$ cat config.mk
export PLATFORM = sky130hd
export DESIGN_NAME = pslc_isqrt
export DESIGN_NICKNAME = d
export VERILOG_FILES = /design/src/sv/particle_simple_light_color_macros.svh /design/src/sv/pslc_pkg.sv /design/src/sv/pslc_isqrt.sv
export SDC_FILE = /design/constraint.sdc
export NUM_CORES = 2
export LEC_CHECK = 0
export BUFFER_PORTS_ARGS = -buffer_cell sky130_fd_sc_hd__buf_2
export CORE_MARGIN = 1.5
export CORE_UTILIZATION = 63
export DETAILED_ROUTE_END_ITERATION = 6
export PLACE_DENSITY = 0.81
export REMOVE_ABC_BUFFERS = 1
export SYNTH_ARGS = -nofsm -noshare
export SYNTH_HDL_FRONTEND = slang
export SYNTH_SLANG_ARGS = --single-unit
$ cat constraint.sdc
create_clock -name clk_i -period 9.3 [get_ports clk_i]
set_input_delay 1.395 -clock clk_i [delete_from_list [all_inputs] [get_ports clk_i]]
set_output_delay 1.395 -clock clk_i [all_outputs]
set_load 0.05 [all_outputs]
$ cat src/sv/particle_simple_light_color_macros.svh
// Assertion macros shared by the particle light color RTL.
`ifndef PARTICLE_SIMPLE_LIGHT_COLOR_MACROS_SVH
`define PARTICLE_SIMPLE_LIGHT_COLOR_MACROS_SVH
`ifndef NO_ASSERTIONS
// Check a property with reset masking.
`define PSLC_ASSERT(name, clk, rst_n, prop) \
  name: assert property (@(posedge clk) disable iff (!rst_n) prop) \
    else $error("pslc assertion failed");
// Check a property at every edge, reset included.
`define PSLC_ASSERT_NR(name, clk, prop) \
  name: assert property (@(posedge clk) prop) else $error("pslc assertion failed");
`else
`define PSLC_ASSERT(name, clk, rst_n, prop)
`define PSLC_ASSERT_NR(name, clk, prop)
`endif
`endif

$ cat src/sv/pslc_pkg.sv
// Shared types, constants and step functions of the particle light color unit.
package pslc_pkg;

  localparam logic [1:0] ModeAmbient = 2'd1;
  localparam logic [1:0] ModeDiffuse = 2'd2;

  localparam logic [2:0] RegMode    = 3'd0;
  localparam logic [2:0] RegAmbient = 3'd1;
  localparam logic [2:0] RegDiffuse = 3'd2;
  localparam logic [2:0] RegRadius  = 3'd3;
  localparam logic [2:0] RegRowX    = 3'd4;
  localparam logic [2:0] RegRowY    = 3'd5;
  localparam logic [2:0] RegRowZ    = 3'd6;

  localparam int unsigned XformStages = 4;
  localparam int unsigned SqrtStages  = 16;
  localparam int unsigned DivStages   = 3;
  localparam int unsigned DivPerStage = 3;
  localparam int unsigned BlendStages = 2;
  localparam int unsigned Latency = XformStages + SqrtStages + DivStages + BlendStages;

  // Valid bit and the eight color bytes, primary red in the top byte.
  typedef struct packed {
    logic        vld;
    logic [63:0] col;
  } side_t;

  typedef struct packed {
    logic       blend;
    logic [8:0] attn;
  } light_t;

  typedef struct packed {
    logic [63:0] rem;
    logic [63:0] res;
  } sqrt_t;

  typedef struct packed {
    logic [32:0] rem;
    logic [8:0]  q;
  } div_t;

  function automatic sqrt_t sqrt_step(sqrt_t s, logic [63:0] b);
    sqrt_t       o;
    logic [63:0] t;
    t = s.res + b;
    if (s.rem >= t) begin
      o.rem = s.rem - t;
      o.res = (s.res >> 1) + b;
    end else begin
      o.rem = s.rem;
      o.res = s.res >> 1;
    end
    return o;
  endfunction

  // One quotient bit; shift doubles the remainder first.
  function automatic div_t div_step(div_t s, logic [31:0] r, logic shift);
    div_t        o;
    logic [32:0] t;
    logic        ge;
    t  = shift ? {s.rem[31:0], 1'b0} : s.rem;
    ge = (t >= {1'b0, r});
    o.rem = ge ? (t - {1'b0, r}) : t;
    o.q   = {s.q[7:0], ge};
    return o;
  endfunction

endpackage

$ cat src/sv/pslc_isqrt.sv
// Pipelined integer square root, two result bits per stage.
module pslc_isqrt (
  input  logic            clk_i,
  input  logic            rst_ni,
  input  pslc_pkg::side_t side_i,
  input  logic [63:0]     sq_i,
  output pslc_pkg::side_t side_o,
  output logic [31:0]     dist_o
);
  localparam int unsigned N = pslc_pkg::SqrtStages;

  pslc_pkg::sqrt_t st_q [N];
  pslc_pkg::side_t sd_q [N];

  for (genvar g = 0; g < N; g++) begin : g_stage
    localparam int unsigned ShA = 62 - 4*g;
    localparam int unsigned ShB = 60 - 4*g;
    pslc_pkg::sqrt_t s_in, s_mid, s_out;
    pslc_pkg::side_t sd_in;
    if (g == 0) begin : g_first
      assign s_in  = '{rem: sq_i, res: 64'd0};
      assign sd_in = side_i;
    end else begin : g_next
      assign s_in  = st_q[g-1];
      assign sd_in = sd_q[g-1];
    end
    assign s_mid = pslc_pkg::sqrt_step(s_in, 64'd1 << ShA);
    assign s_out = pslc_pkg::sqrt_step(s_mid, 64'd1 << ShB);

    always_ff @(posedge clk_i or negedge rst_ni) begin
      if (!rst_ni) begin
        sd_q[g].vld <= 1'b0;
      end else begin
        sd_q[g] <= sd_in;
      end
    end

    always_ff @(posedge clk_i) begin
      st_q[g] <= s_out;
    end
  end

  assign side_o = sd_q[N-1];
  assign dist_o = st_q[N-1].res[31:0];
endmodule

==> metrics.csv <==
stage,metric,value,unit
floorplan,io_pins,228,
yosys,ys_seq_area_frac,0.5456,
detailed_routing,first_iter_violations,6699,
power,p_total,0.03368,W
detailed_routing,drt-wirelength-per-cell,21.57,um
detailed_routing,drc,1,
status,status,finished with violations,
floorplan,rows,147,
cells_and_area,area_growth,10.49,%
grt,overflow,0,
cells_and_area,multi_input_area,0.04368,sq mm
timing,post-route-min-period,8.086,ns
cells_and_area,fin_area,0.1130,sq mm
worst_setup_path,crit_path_frequent_cell,o21ai_0,
clocking,clockBufferDepth,3,
yosys,netlist_area,0.1023,sq mm
cells_and_area,mostFrequentLayoutCells,"dfxtp_1, edfxtp_1, nor2_1",
min_path,hold_path_class,reg -> reg,
grt,first_global_vias,73080,
grt,grt_max_degree,177,
detailed_routing,wirelength,260200,um
placement,port_buffers,227,
power,swShare,0.3580,
cells_and_area,layout_commonest_cell,dfxtp_1,
detailed_routing,vias_per_cell,6.125,
detailed_routing,firstDrtPassIters,7,
timing,finalSetupViolCount,0,
timing,max_freq,123.7,MHz
power,ir_drop,0.0002458,V
timing,rsz0062_at_grt,no,
timing,finalHoldViolCount,0,
worst_setup_path,crit_slowest_cell,o21ai_0,
clocking,cts_hold_buf,0,
worst_setup_path,slowest_delay,0.56,ns
placement,place_hpwl,184900,um
cells_and_area,ff_latch_area,0.05581,sq mm
power,seq_power_share,0.395,
worst_setup_path,end_kind,flop,
floorplan,core_area,0.1609,sq mm
clocking,cts_buffers,215,
status,violations,design-rule violations,
detailed_routing,final_antenna_net_count,0,
timing,worst_pin_slew,1.306,ns
yosys,ys_types,118,
timing,drv_slew,0,
yosys,syn_inst,9457,
detailed_routing,num_vias,73880,
yosys,synth-main-ff-cell,dfxtp_1,
grt,track_usage,0.3109,
power,p_int,0.02162,W
clocking,cts-root-buf,clkbuf_16,
clocking,path_clk_slew,0.08,ns
timing,hold_slack,0.2727,ns
worst_setup_path,critPathKind,reg -> reg,
grt,grt_first_pass_wirelength,403700,um
worst_setup_path,cp_max_fo,6,
timing,maxSlewHeadroom,0.1221,
clocking,cts_max_level,4,
yosys,synth_seq_cells,2272,
placement,gp_congestion,0.9979,
placement,placed_area,0.1056,sq mm
worst_setup_path,critical-path-top-delay-family,compound AO/OA/AOI/OAI gates,
clocking,clock-sinks,2272,
floorplan,die_area,0.1648,sq mm
cells_and_area,drive_gt1_frac,0.08466,
timing,tns,0,ns
clocking,cts_resized,0,
power,power_density,298.0,mW/mm^2
worst_setup_path,worst-path-buf-inv,1,
clocking,tritoncts,built,
cells_and_area,n_fill_cell,11320,
yosys,avgSynthCellArea,10.82,sq um
cells_and_area,fin_nets,10420,
cells_and_area,post-route-util,0.7023,
worst_setup_path,required,10.01,ns
grt,antenna_found_initial,6,
worst_setup_path,setup.worst_path.start_class,flop,
yosys,yosysWarnings,0,
timing,fin_crit_sh,0.8695,
floorplan,die_h,406.0,um
worst_setup_path,worstPathArrival,8.79,ns
clocking,cts_setup_buffers,0,
floorplan,start_util,0.6356,
power,p_leak,46.73,nW
clocking,worstSkewPairLatency,0.90,ns
timing,fin_skew,0.09356,ns
floorplan,dieWidth,406.0,um
power,pwr-share-comb,0.335,
run,max_cap_viol_count,0,
power,p_sw,0.01206,W
yosys,synth_edf_count,1024,
yosys,synthArstFlopShare,0.007042,
power,clkPwrFrac,0.270,
## layer usage
metal  GRT usage  share of wire  routed length (um)
met3     0.04150          0.057               14960
met2      0.5479           0.50              129600
met5           0       0.000050                  13
met4      0.1527          0.052               13460
met1      0.3735           0.39              102200
## registers in the layout, summed over array words and instances, names as in the netlist
name / cells
side_o: 65
g_stage.sd_in: 975
st_q: 1232
## cells in the mapped netlist, drive strengths merged (197+ instances only)
master  count  area share
edfxtp   1024        0.30
dfxtp    1232        0.24
nor4      252       0.016
xor2      315       0.027
o21ai     441       0.022
nor2      686       0.025
a21o      237       0.017
xnor2     515       0.044
nand3     197      0.0098
nor3      226       0.011
ha        573       0.070
nand2     674       0.025
a21oi     652       0.032
inv       493       0.018
## metrics by stage
| step | setup WS [ns] | std cells |
|---|---|---|
| 2_1_floorplan | 1.273 | 9225 |
| 3_3_place_gp | 1.381 | 11650 |
| 3_5_place_dp | 1.424 | 11650 |
| 4_1_cts | 1.307 | 12060 |
| 5_1_grt | 0.7552 | 12060 |
| 6_report | 1.214 | 12060 |
## cell families (layout without fill, tap and decap cells)
| kind of cell | Yosys count | in the layout | synth area share |
|---|---|---|---|
| simple gates | 2909 | 2909 | 0.1464 |
| fa+ha+maj | 573 | 573 | 0.07008 |
| flops | 2272 | 2272 | 0.5456 |
| other cells | 0 | 4 | 0 |
| mux | 101 | 101 | 0.01082 |
| xor+xnor | 830 | 830 | 0.07114 |
| compound gates | 2044 | 2044 | 0.1284 |
| buf+inv | 728 | 1169 | 0.02762 |
## path summary, 6_finish.rpt
| kind | start | endpoint | slack [ns] | cells after the start |
|---|---|---|---|---|
| worst max register to register | st_q[14][8] | st_q[15][0] | 1.21 | 26 |
| min in group asynchronous | rst_ni | g_stage[12].sd_in[64] | 1.61 | 2 |
| worst min-delay path | st_q[8][82] | st_q[9][82] | 0.27 | 0 |
| worst min register to register | st_q[8][82] | st_q[9][82] | 0.27 | 0 |
| worst max-delay path | st_q[14][8] | st_q[15][0] | 1.21 | 26 |
| max in group asynchronous | rst_ni | g_stage[1].sd_in[64] | 6.96 | 2 |
## final cells by class
class / count / area share
Clock inverter: 119 / 0.01339
Timing Repair Buffer: 269 / 0.01324
Multi-Input combinational cell: 6457 / 0.3865
Tap cell: 2160 / 0.02391
Clock buffer: 285 / 0.05260
Antenna cell: 4 / 0.00008856
Inverter: 496 / 0.01647
Sequential cell: 2272 / 0.4938
## power by group through the flow
stage / clock [W] / combinational (W) / sequential, W
2_1_floorplan: 0 / 0.00847 / 0.0130
3_3_place_gp: 0 / 0.0107 / 0.0134
3_5_place_dp: 0 / 0.0110 / 0.0134
4_1_cts: 0.00923 / 0.0111 / 0.0133
5_1_grt: 0.00961 / 0.0124 / 0.0134
6_report: 0.00909 / 0.0113 / 0.0133
No activity file was read; power rests on OpenSTA's default activity.
