## src/sv/particle_simple_light_color_macros.svh

```systemverilog
// Assertion macros shared by the particle light color RTL.
`ifndef PARTICLE_SIMPLE_LIGHT_COLOR_MACROS_SVH
`define PARTICLE_SIMPLE_LIGHT_COLOR_MACROS_SVH
`ifndef NO_ASSERTIONS
// Check a property with reset masking.
`define PSLC_ASSERT(name, clk, rst_n, prop) \
  name: assert property (@(posedge clk) disable iff (!rst_n) prop) \
    else $error("pslc assertion failed");
// Check a property at every edge, reset included.
`define PSLC_ASSERT_NR(name, clk, prop) \
  name: assert property (@(posedge clk) prop) else $error("pslc assertion failed");
`else
`define PSLC_ASSERT(name, clk, rst_n, prop)
`define PSLC_ASSERT_NR(name, clk, prop)
`endif
`endif

```

## src/sv/pslc_pkg.sv

```systemverilog
// Shared types, constants and step functions of the particle light color unit.
package pslc_pkg;

  localparam logic [1:0] ModeAmbient = 2'd1;
  localparam logic [1:0] ModeDiffuse = 2'd2;

  localparam logic [2:0] RegMode    = 3'd0;
  localparam logic [2:0] RegAmbient = 3'd1;
  localparam logic [2:0] RegDiffuse = 3'd2;
  localparam logic [2:0] RegRadius  = 3'd3;
  localparam logic [2:0] RegRowX    = 3'd4;
  localparam logic [2:0] RegRowY    = 3'd5;
  localparam logic [2:0] RegRowZ    = 3'd6;

  localparam int unsigned XformStages = 4;
  localparam int unsigned SqrtStages  = 16;
  localparam int unsigned DivStages   = 3;
  localparam int unsigned DivPerStage = 3;
  localparam int unsigned BlendStages = 2;
  localparam int unsigned Latency = XformStages + SqrtStages + DivStages + BlendStages;

  // Valid bit and the eight color bytes, primary red in the top byte.
  typedef struct packed {
    logic        vld;
    logic [63:0] col;
  } side_t;

  typedef struct packed {
    logic       blend;
    logic [8:0] attn;
  } light_t;

  typedef struct packed {
    logic [63:0] rem;
    logic [63:0] res;
  } sqrt_t;

  typedef struct packed {
    logic [32:0] rem;
    logic [8:0]  q;
  } div_t;

  function automatic sqrt_t sqrt_step(sqrt_t s, logic [63:0] b);
    sqrt_t       o;
    logic [63:0] t;
    t = s.res + b;
    if (s.rem >= t) begin
      o.rem = s.rem - t;
      o.res = (s.res >> 1) + b;
    end else begin
      o.rem = s.rem;
      o.res = s.res >> 1;
    end
    return o;
  endfunction

  // One quotient bit; shift doubles the remainder first.
  function automatic div_t div_step(div_t s, logic [31:0] r, logic shift);
    div_t        o;
    logic [32:0] t;
    logic        ge;
    t  = shift ? {s.rem[31:0], 1'b0} : s.rem;
    ge = (t >= {1'b0, r});
    o.rem = ge ? (t - {1'b0, r}) : t;
    o.q   = {s.q[7:0], ge};
    return o;
  endfunction

endpackage

```

## src/sv/pslc_blend.sv

```systemverilog
// Per channel light factor and final color scaling, two stages.
module pslc_blend (
  input  logic             clk_i,
  input  logic             rst_ni,
  input  pslc_pkg::side_t  side_i,
  input  pslc_pkg::light_t light_i,
  input  logic [1:0]       mode_i,
  input  logic [31:0]      ambient_i,
  input  logic [31:0]      diffuse_i,
  output logic             vld_o,
  output logic [63:0]      col_o
);
  pslc_pkg::side_t side_q;
  logic [16:0]     fac_d [4], fac_q [4];
  logic            bl_q;
  logic [63:0]     col_d, col_q;
  logic            vld_q;

  always_comb begin
    logic [7:0]  a, d;
    logic [17:0] l;
    for (int k = 0; k < 4; k++) begin
      a = ambient_i[31-8*k -: 8];
      d = diffuse_i[31-8*k -: 8];
      l = {2'b0, d, 8'b0} + 18'(light_i.attn * a) - 18'(light_i.attn * d);
      if (mode_i inside {pslc_pkg::ModeAmbient, pslc_pkg::ModeDiffuse}) begin
        fac_d[k] = light_i.blend ? l[16:0] : {1'b0, a, 8'b0};
      end else begin
        fac_d[k] = 17'h1_0000;
      end
    end
  end

  // Ambient and pass-through factors carry eight extra fraction bits, so round at bit 15.
  always_comb begin
    logic [7:0]  c;
    logic [24:0] p;
    for (int i = 0; i < 8; i++) begin
      c = side_q.col[63-8*i -: 8];
      p = 25'(c * fac_q[i % 4]) + (bl_q ? 25'd128 : 25'd32768);
      col_d[63-8*i -: 8] = p[23:16];
    end
  end

  always_ff @(posedge clk_i or negedge rst_ni) begin
    if (!rst_ni) begin
      side_q.vld <= 1'b0;
      vld_q      <= 1'b0;
    end else begin
      side_q <= side_i;
      vld_q  <= side_q.vld;
    end
  end

  always_ff @(posedge clk_i) begin
    fac_q <= fac_d;
    bl_q  <= light_i.blend;
    col_q <= col_d;
  end

  assign vld_o = vld_q;
  assign col_o = col_q;
endmodule

```

## config.mk

```make
export PLATFORM = sky130hd
export DESIGN_NAME = pslc_blend
export DESIGN_NICKNAME = d
export VERILOG_FILES = /design/src/sv/particle_simple_light_color_macros.svh /design/src/sv/pslc_pkg.sv /design/src/sv/pslc_blend.sv
export SDC_FILE = /design/constraint.sdc
export NUM_CORES = 2
export LEC_CHECK = 0
export BUFFER_PORTS_ARGS = -buffer_cell sky130_fd_sc_hd__buf_2
export CORE_ASPECT_RATIO = 1.25
export CORE_MARGIN = 2
export CORE_UTILIZATION = 40
export DETAILED_ROUTE_END_ITERATION = 10
export SKIP_CTS_REPAIR_TIMING = 1
export SYNTH_ARGS = -nofsm -noshare
export SYNTH_HDL_FRONTEND = slang
export SYNTH_SLANG_ARGS = --single-unit
```

## constraint.sdc

```tcl
create_clock -name clk_i -period 14.9 [get_ports clk_i]
set_clock_uncertainty 0.1 [all_clocks]
set_input_delay 2.98 -clock clk_i [delete_from_list [all_inputs] [get_ports clk_i]]
set_output_delay 2.98 -clock clk_i [all_outputs]
set_load 0.005 [all_outputs]
```

==> flow_summary_export.csv <==
group,metric,value,unit
outcome,status,"completed",
timing,finalSetupViolCount,0,
synthesis,synth-main-ff-cell,"dfxtp_1",
timing,fin_crit_sh,0.556,
final_layout,stdcell_area,61500,µm²
synthesis,synth_edf_count,64,
clock_network,htree_levels,4,
route,vias_per_cell,4.93,
clock_network,root_buffer,"clkbuf_16",
global_route,overflow,0,
synthesis,synth_top_area_frac,0.415,
route,routedWlPerCell,16.4,µm
global_route,grt_usage,0.194,
timing,slew_headroom,0.318,
clock_network,cts.reportedPaths.clkPinSlew,0.09,ns
route,drt-met1-wl,57400,µm
worst_setup_path,rrSetupSlack,9.29,ns
route,met2_length,69600,µm
timing,setup_tns,0,ns
synthesis,synthCells,6465,
die,boundaryPins,208,
synthesis,syn_area,58300,µm²
synthesis,synth_nets,8492,
worst_setup_path,end_kind,"flop",
die,num_rows,156,
die,die_y,431,µm
global_route,grt_pass1_wl,231000,µm
placement,placed_area,60800,µm²
route,via_count,41200,
min_path,min_from,"side_q[64]$_DFF_PN0_",
worst_setup_path,start_kind,"primary input",
worst_setup_path,timing.rr.start,"bl_q$_DFF_P_",
global_route,grt_pass1_vias,45200,
die,start_util,0.403,
synthesis,syn_area_per_cell,9.01,µm²
die,coreArea,145000,µm²
final_layout,final_cell_mix,"inv_1 (1613), fa_1 (1208), and2_1 (856), nand2_1 (849), ha_1 (676)",
min_path,hold_path_end,"vld_o$_DFF_PN0_",
worst_setup_path,crit_path_max_fanout,64,
final_layout,areaGrowthSynthToFinish,5.58,%
placement,dp.final_hpwl,108000,µm
global_route,grt_max_degree,65,
clock_network,cts_made_buffers,17,
min_path,holdPathStages,0,
clock_network,clock_latency,0.57,ns
final_layout,final_common_cell,"inv_1",
synthesis,synthArstFlopShare,0.0101,
final_layout,drive_gt1_frac,0.0440,
synthesis,yosysWarningCount,0,
worst_setup_path,timing.rr.end,"col_o[55]$_DFF_P_",
clock_network,cts_buffer_depth,2,
route,drt_iter0_drc,1890,
route,antenna_left,0,
timing,fmaxAchievable,0.121,GHz
min_path,min-delay-path-class,"flop to flop",
worst_setup_path,cpPeakStageDelay,0.62,ns
global_route,antenna_found_initial,47,
synthesis,synth-seq-area-share,0.0796,
route,post-route-drc-count,0,
worst_setup_path,cp.arrival,8.60,ns
synthesis,ys_seq_elements,199,
worst_setup_path,crit_buf_inv,5,
final_layout,layout.nets,8463,
worst_setup_path,crit_required,15.22,ns
synthesis,synth_top_cell_by_area,"fa_1",
worst_setup_path,cp_slowest_cell,"buf_4",
route,dr_wl_met3,6070,µm
timing,hold_viol,0,
timing,report.final.slew_viol_count,0,
clock_network,cts_tree,"yes",
route,top_layer,"met5",
worst_setup_path,critPathKind,"primary input to flop",
placement,port_buffers,207,
route,wirelength,137000,µm
placement,place_congestion,0.823,
worst_setup_path,critical_path.most_common_cell,"fa_1",
timing,fin_crit,8.28,ns
die,die_area,149000,µm²
route,first_pass_iters,5,
worst_setup_path,crit_chain,"buf_2 -> buf_4 -> and2_1 -> fa_1 -> fa_1 -> inv_1 -> fa_1 -> inv_1 -> fa_1 -> fa_1 -> fa_1 -> inv_1 -> ha_1 -> nor2_1 -> o21bai_1 -> a311oi_2 -> o21ai_1 -> o31ai_2 -> xnor2_1 -> o21ai_1",
synthesis,synthTopCellsByArea,"fa_1 (42%), ha_1 (15%), inv_1 (10%), and2_1 (9.2%), nand2_1 (5.5%)",
worst_setup_path,reg2regPathDepth,17,
clock_network,cts.sinks,199,
synthesis,synth_cell_types,78,
timing,worst_slew_pin_slew,1.02,ns
timing,rsz0062_at_grt,"no",
die,die_w,345,µm
worst_setup_path,critPathTopFamily,"adder cells",
job,max-cap-violations,0,
per-stage QoR:
| stage | util | hold slack [ns] | worst slack (ns) | instances |
|---|---|---|---|---|
| finish | 0.425 | 0.259 | 6.62 | 8357 |
| detailed placement | 0.421 | 0.240 | 6.08 | 8313 |
| CTS | 0.425 | 0.262 | 6.69 | 8345 |
| global route | 0.425 | 0.275 | 6.28 | 8353 |
| global placement | 0.421 | 0.237 | 6.12 | 8313 |
| floorplan | - | 0.231 | 6.57 | 6465 |
cells in the mapped netlist (27+ instances only):
master    number
a21o_1        56
a21oi_1       87
nand2_1      849
ha_1         676
nor3_1        32
clkbuf_1     266
o21ai_0       31
o21ai_1       33
nor2_1        97
edfxtp_1      64
xnor2_1      108
xor2_1        39
and2_1       856
inv_1       1614
fa_1        1208
dfxtp_1      133
and3_1        27
routing by layer:
layer | GRT usage | vias up
met5 | 0 | -
met4 | 0.0573 | 44
met3 | 0.0303 | 176
met2 | 0.346 | 710
met1 | 0.240 | 21300
li1 | - | 19000
cell families (layout without fill, tap and decap cells):
family                   after synthesis  in the layout  share of synthesized area
AND/OR/NAND/NOR                     1952           1952                      0.169
buffers and inverters               1894           1878                      0.122
adder cells (fa/ha/maj)             1884           1884                      0.560
AO/OA/AOI/OAI                        373            373                     0.0443
flip-flops                           199            199                     0.0796
XOR/XNOR                             147            147                     0.0221
multiplexers                          16             16                    0.00275
other                                  0             12                          0
final cells by class:
class                           instances  area [µm²]
Tap cell                             1896        2370
Timing Repair Buffer                  232        1230
Inverter                             1614        6060
Clock inverter                         11         168
Sequential cell                       199        4630
Antenna cell                           12        30.0
Multi-Input combinational cell       4372       46500
Fill cell                           14300       83100
Clock buffer                           21         482
sequential cells by signal (all words and copies together), names as in the netlist:
name and count:
col_o 64, vld_o 1, fac_q 68, side_q 65, bl_q 1
worst max path at each step:
stage	from	endpoint	slack (ns)	cells past startpoint
6_report	light_i[5]	fac_q[67]$_SDFF_PP1_	6.62	20
5_1_grt	light_i[7]	fac_q[67]$_SDFF_PP1_	6.28	21
4_1_cts	light_i[4]	fac_q[67]$_SDFF_PP1_	6.69	20
3_5_place_dp	light_i[8]	fac_q[16]$_SDFF_PP1_	6.08	21
3_3_place_gp	light_i[7]	fac_q[67]$_SDFF_PP1_	6.12	21
2_1_floorplan	light_i[8]	fac_q[64]$_SDFF_PP0_	6.57	21
Power is left out: the tool's default activity adds up to more than one toggle a clock period on the data nets, which glitch-free logic cannot reach.
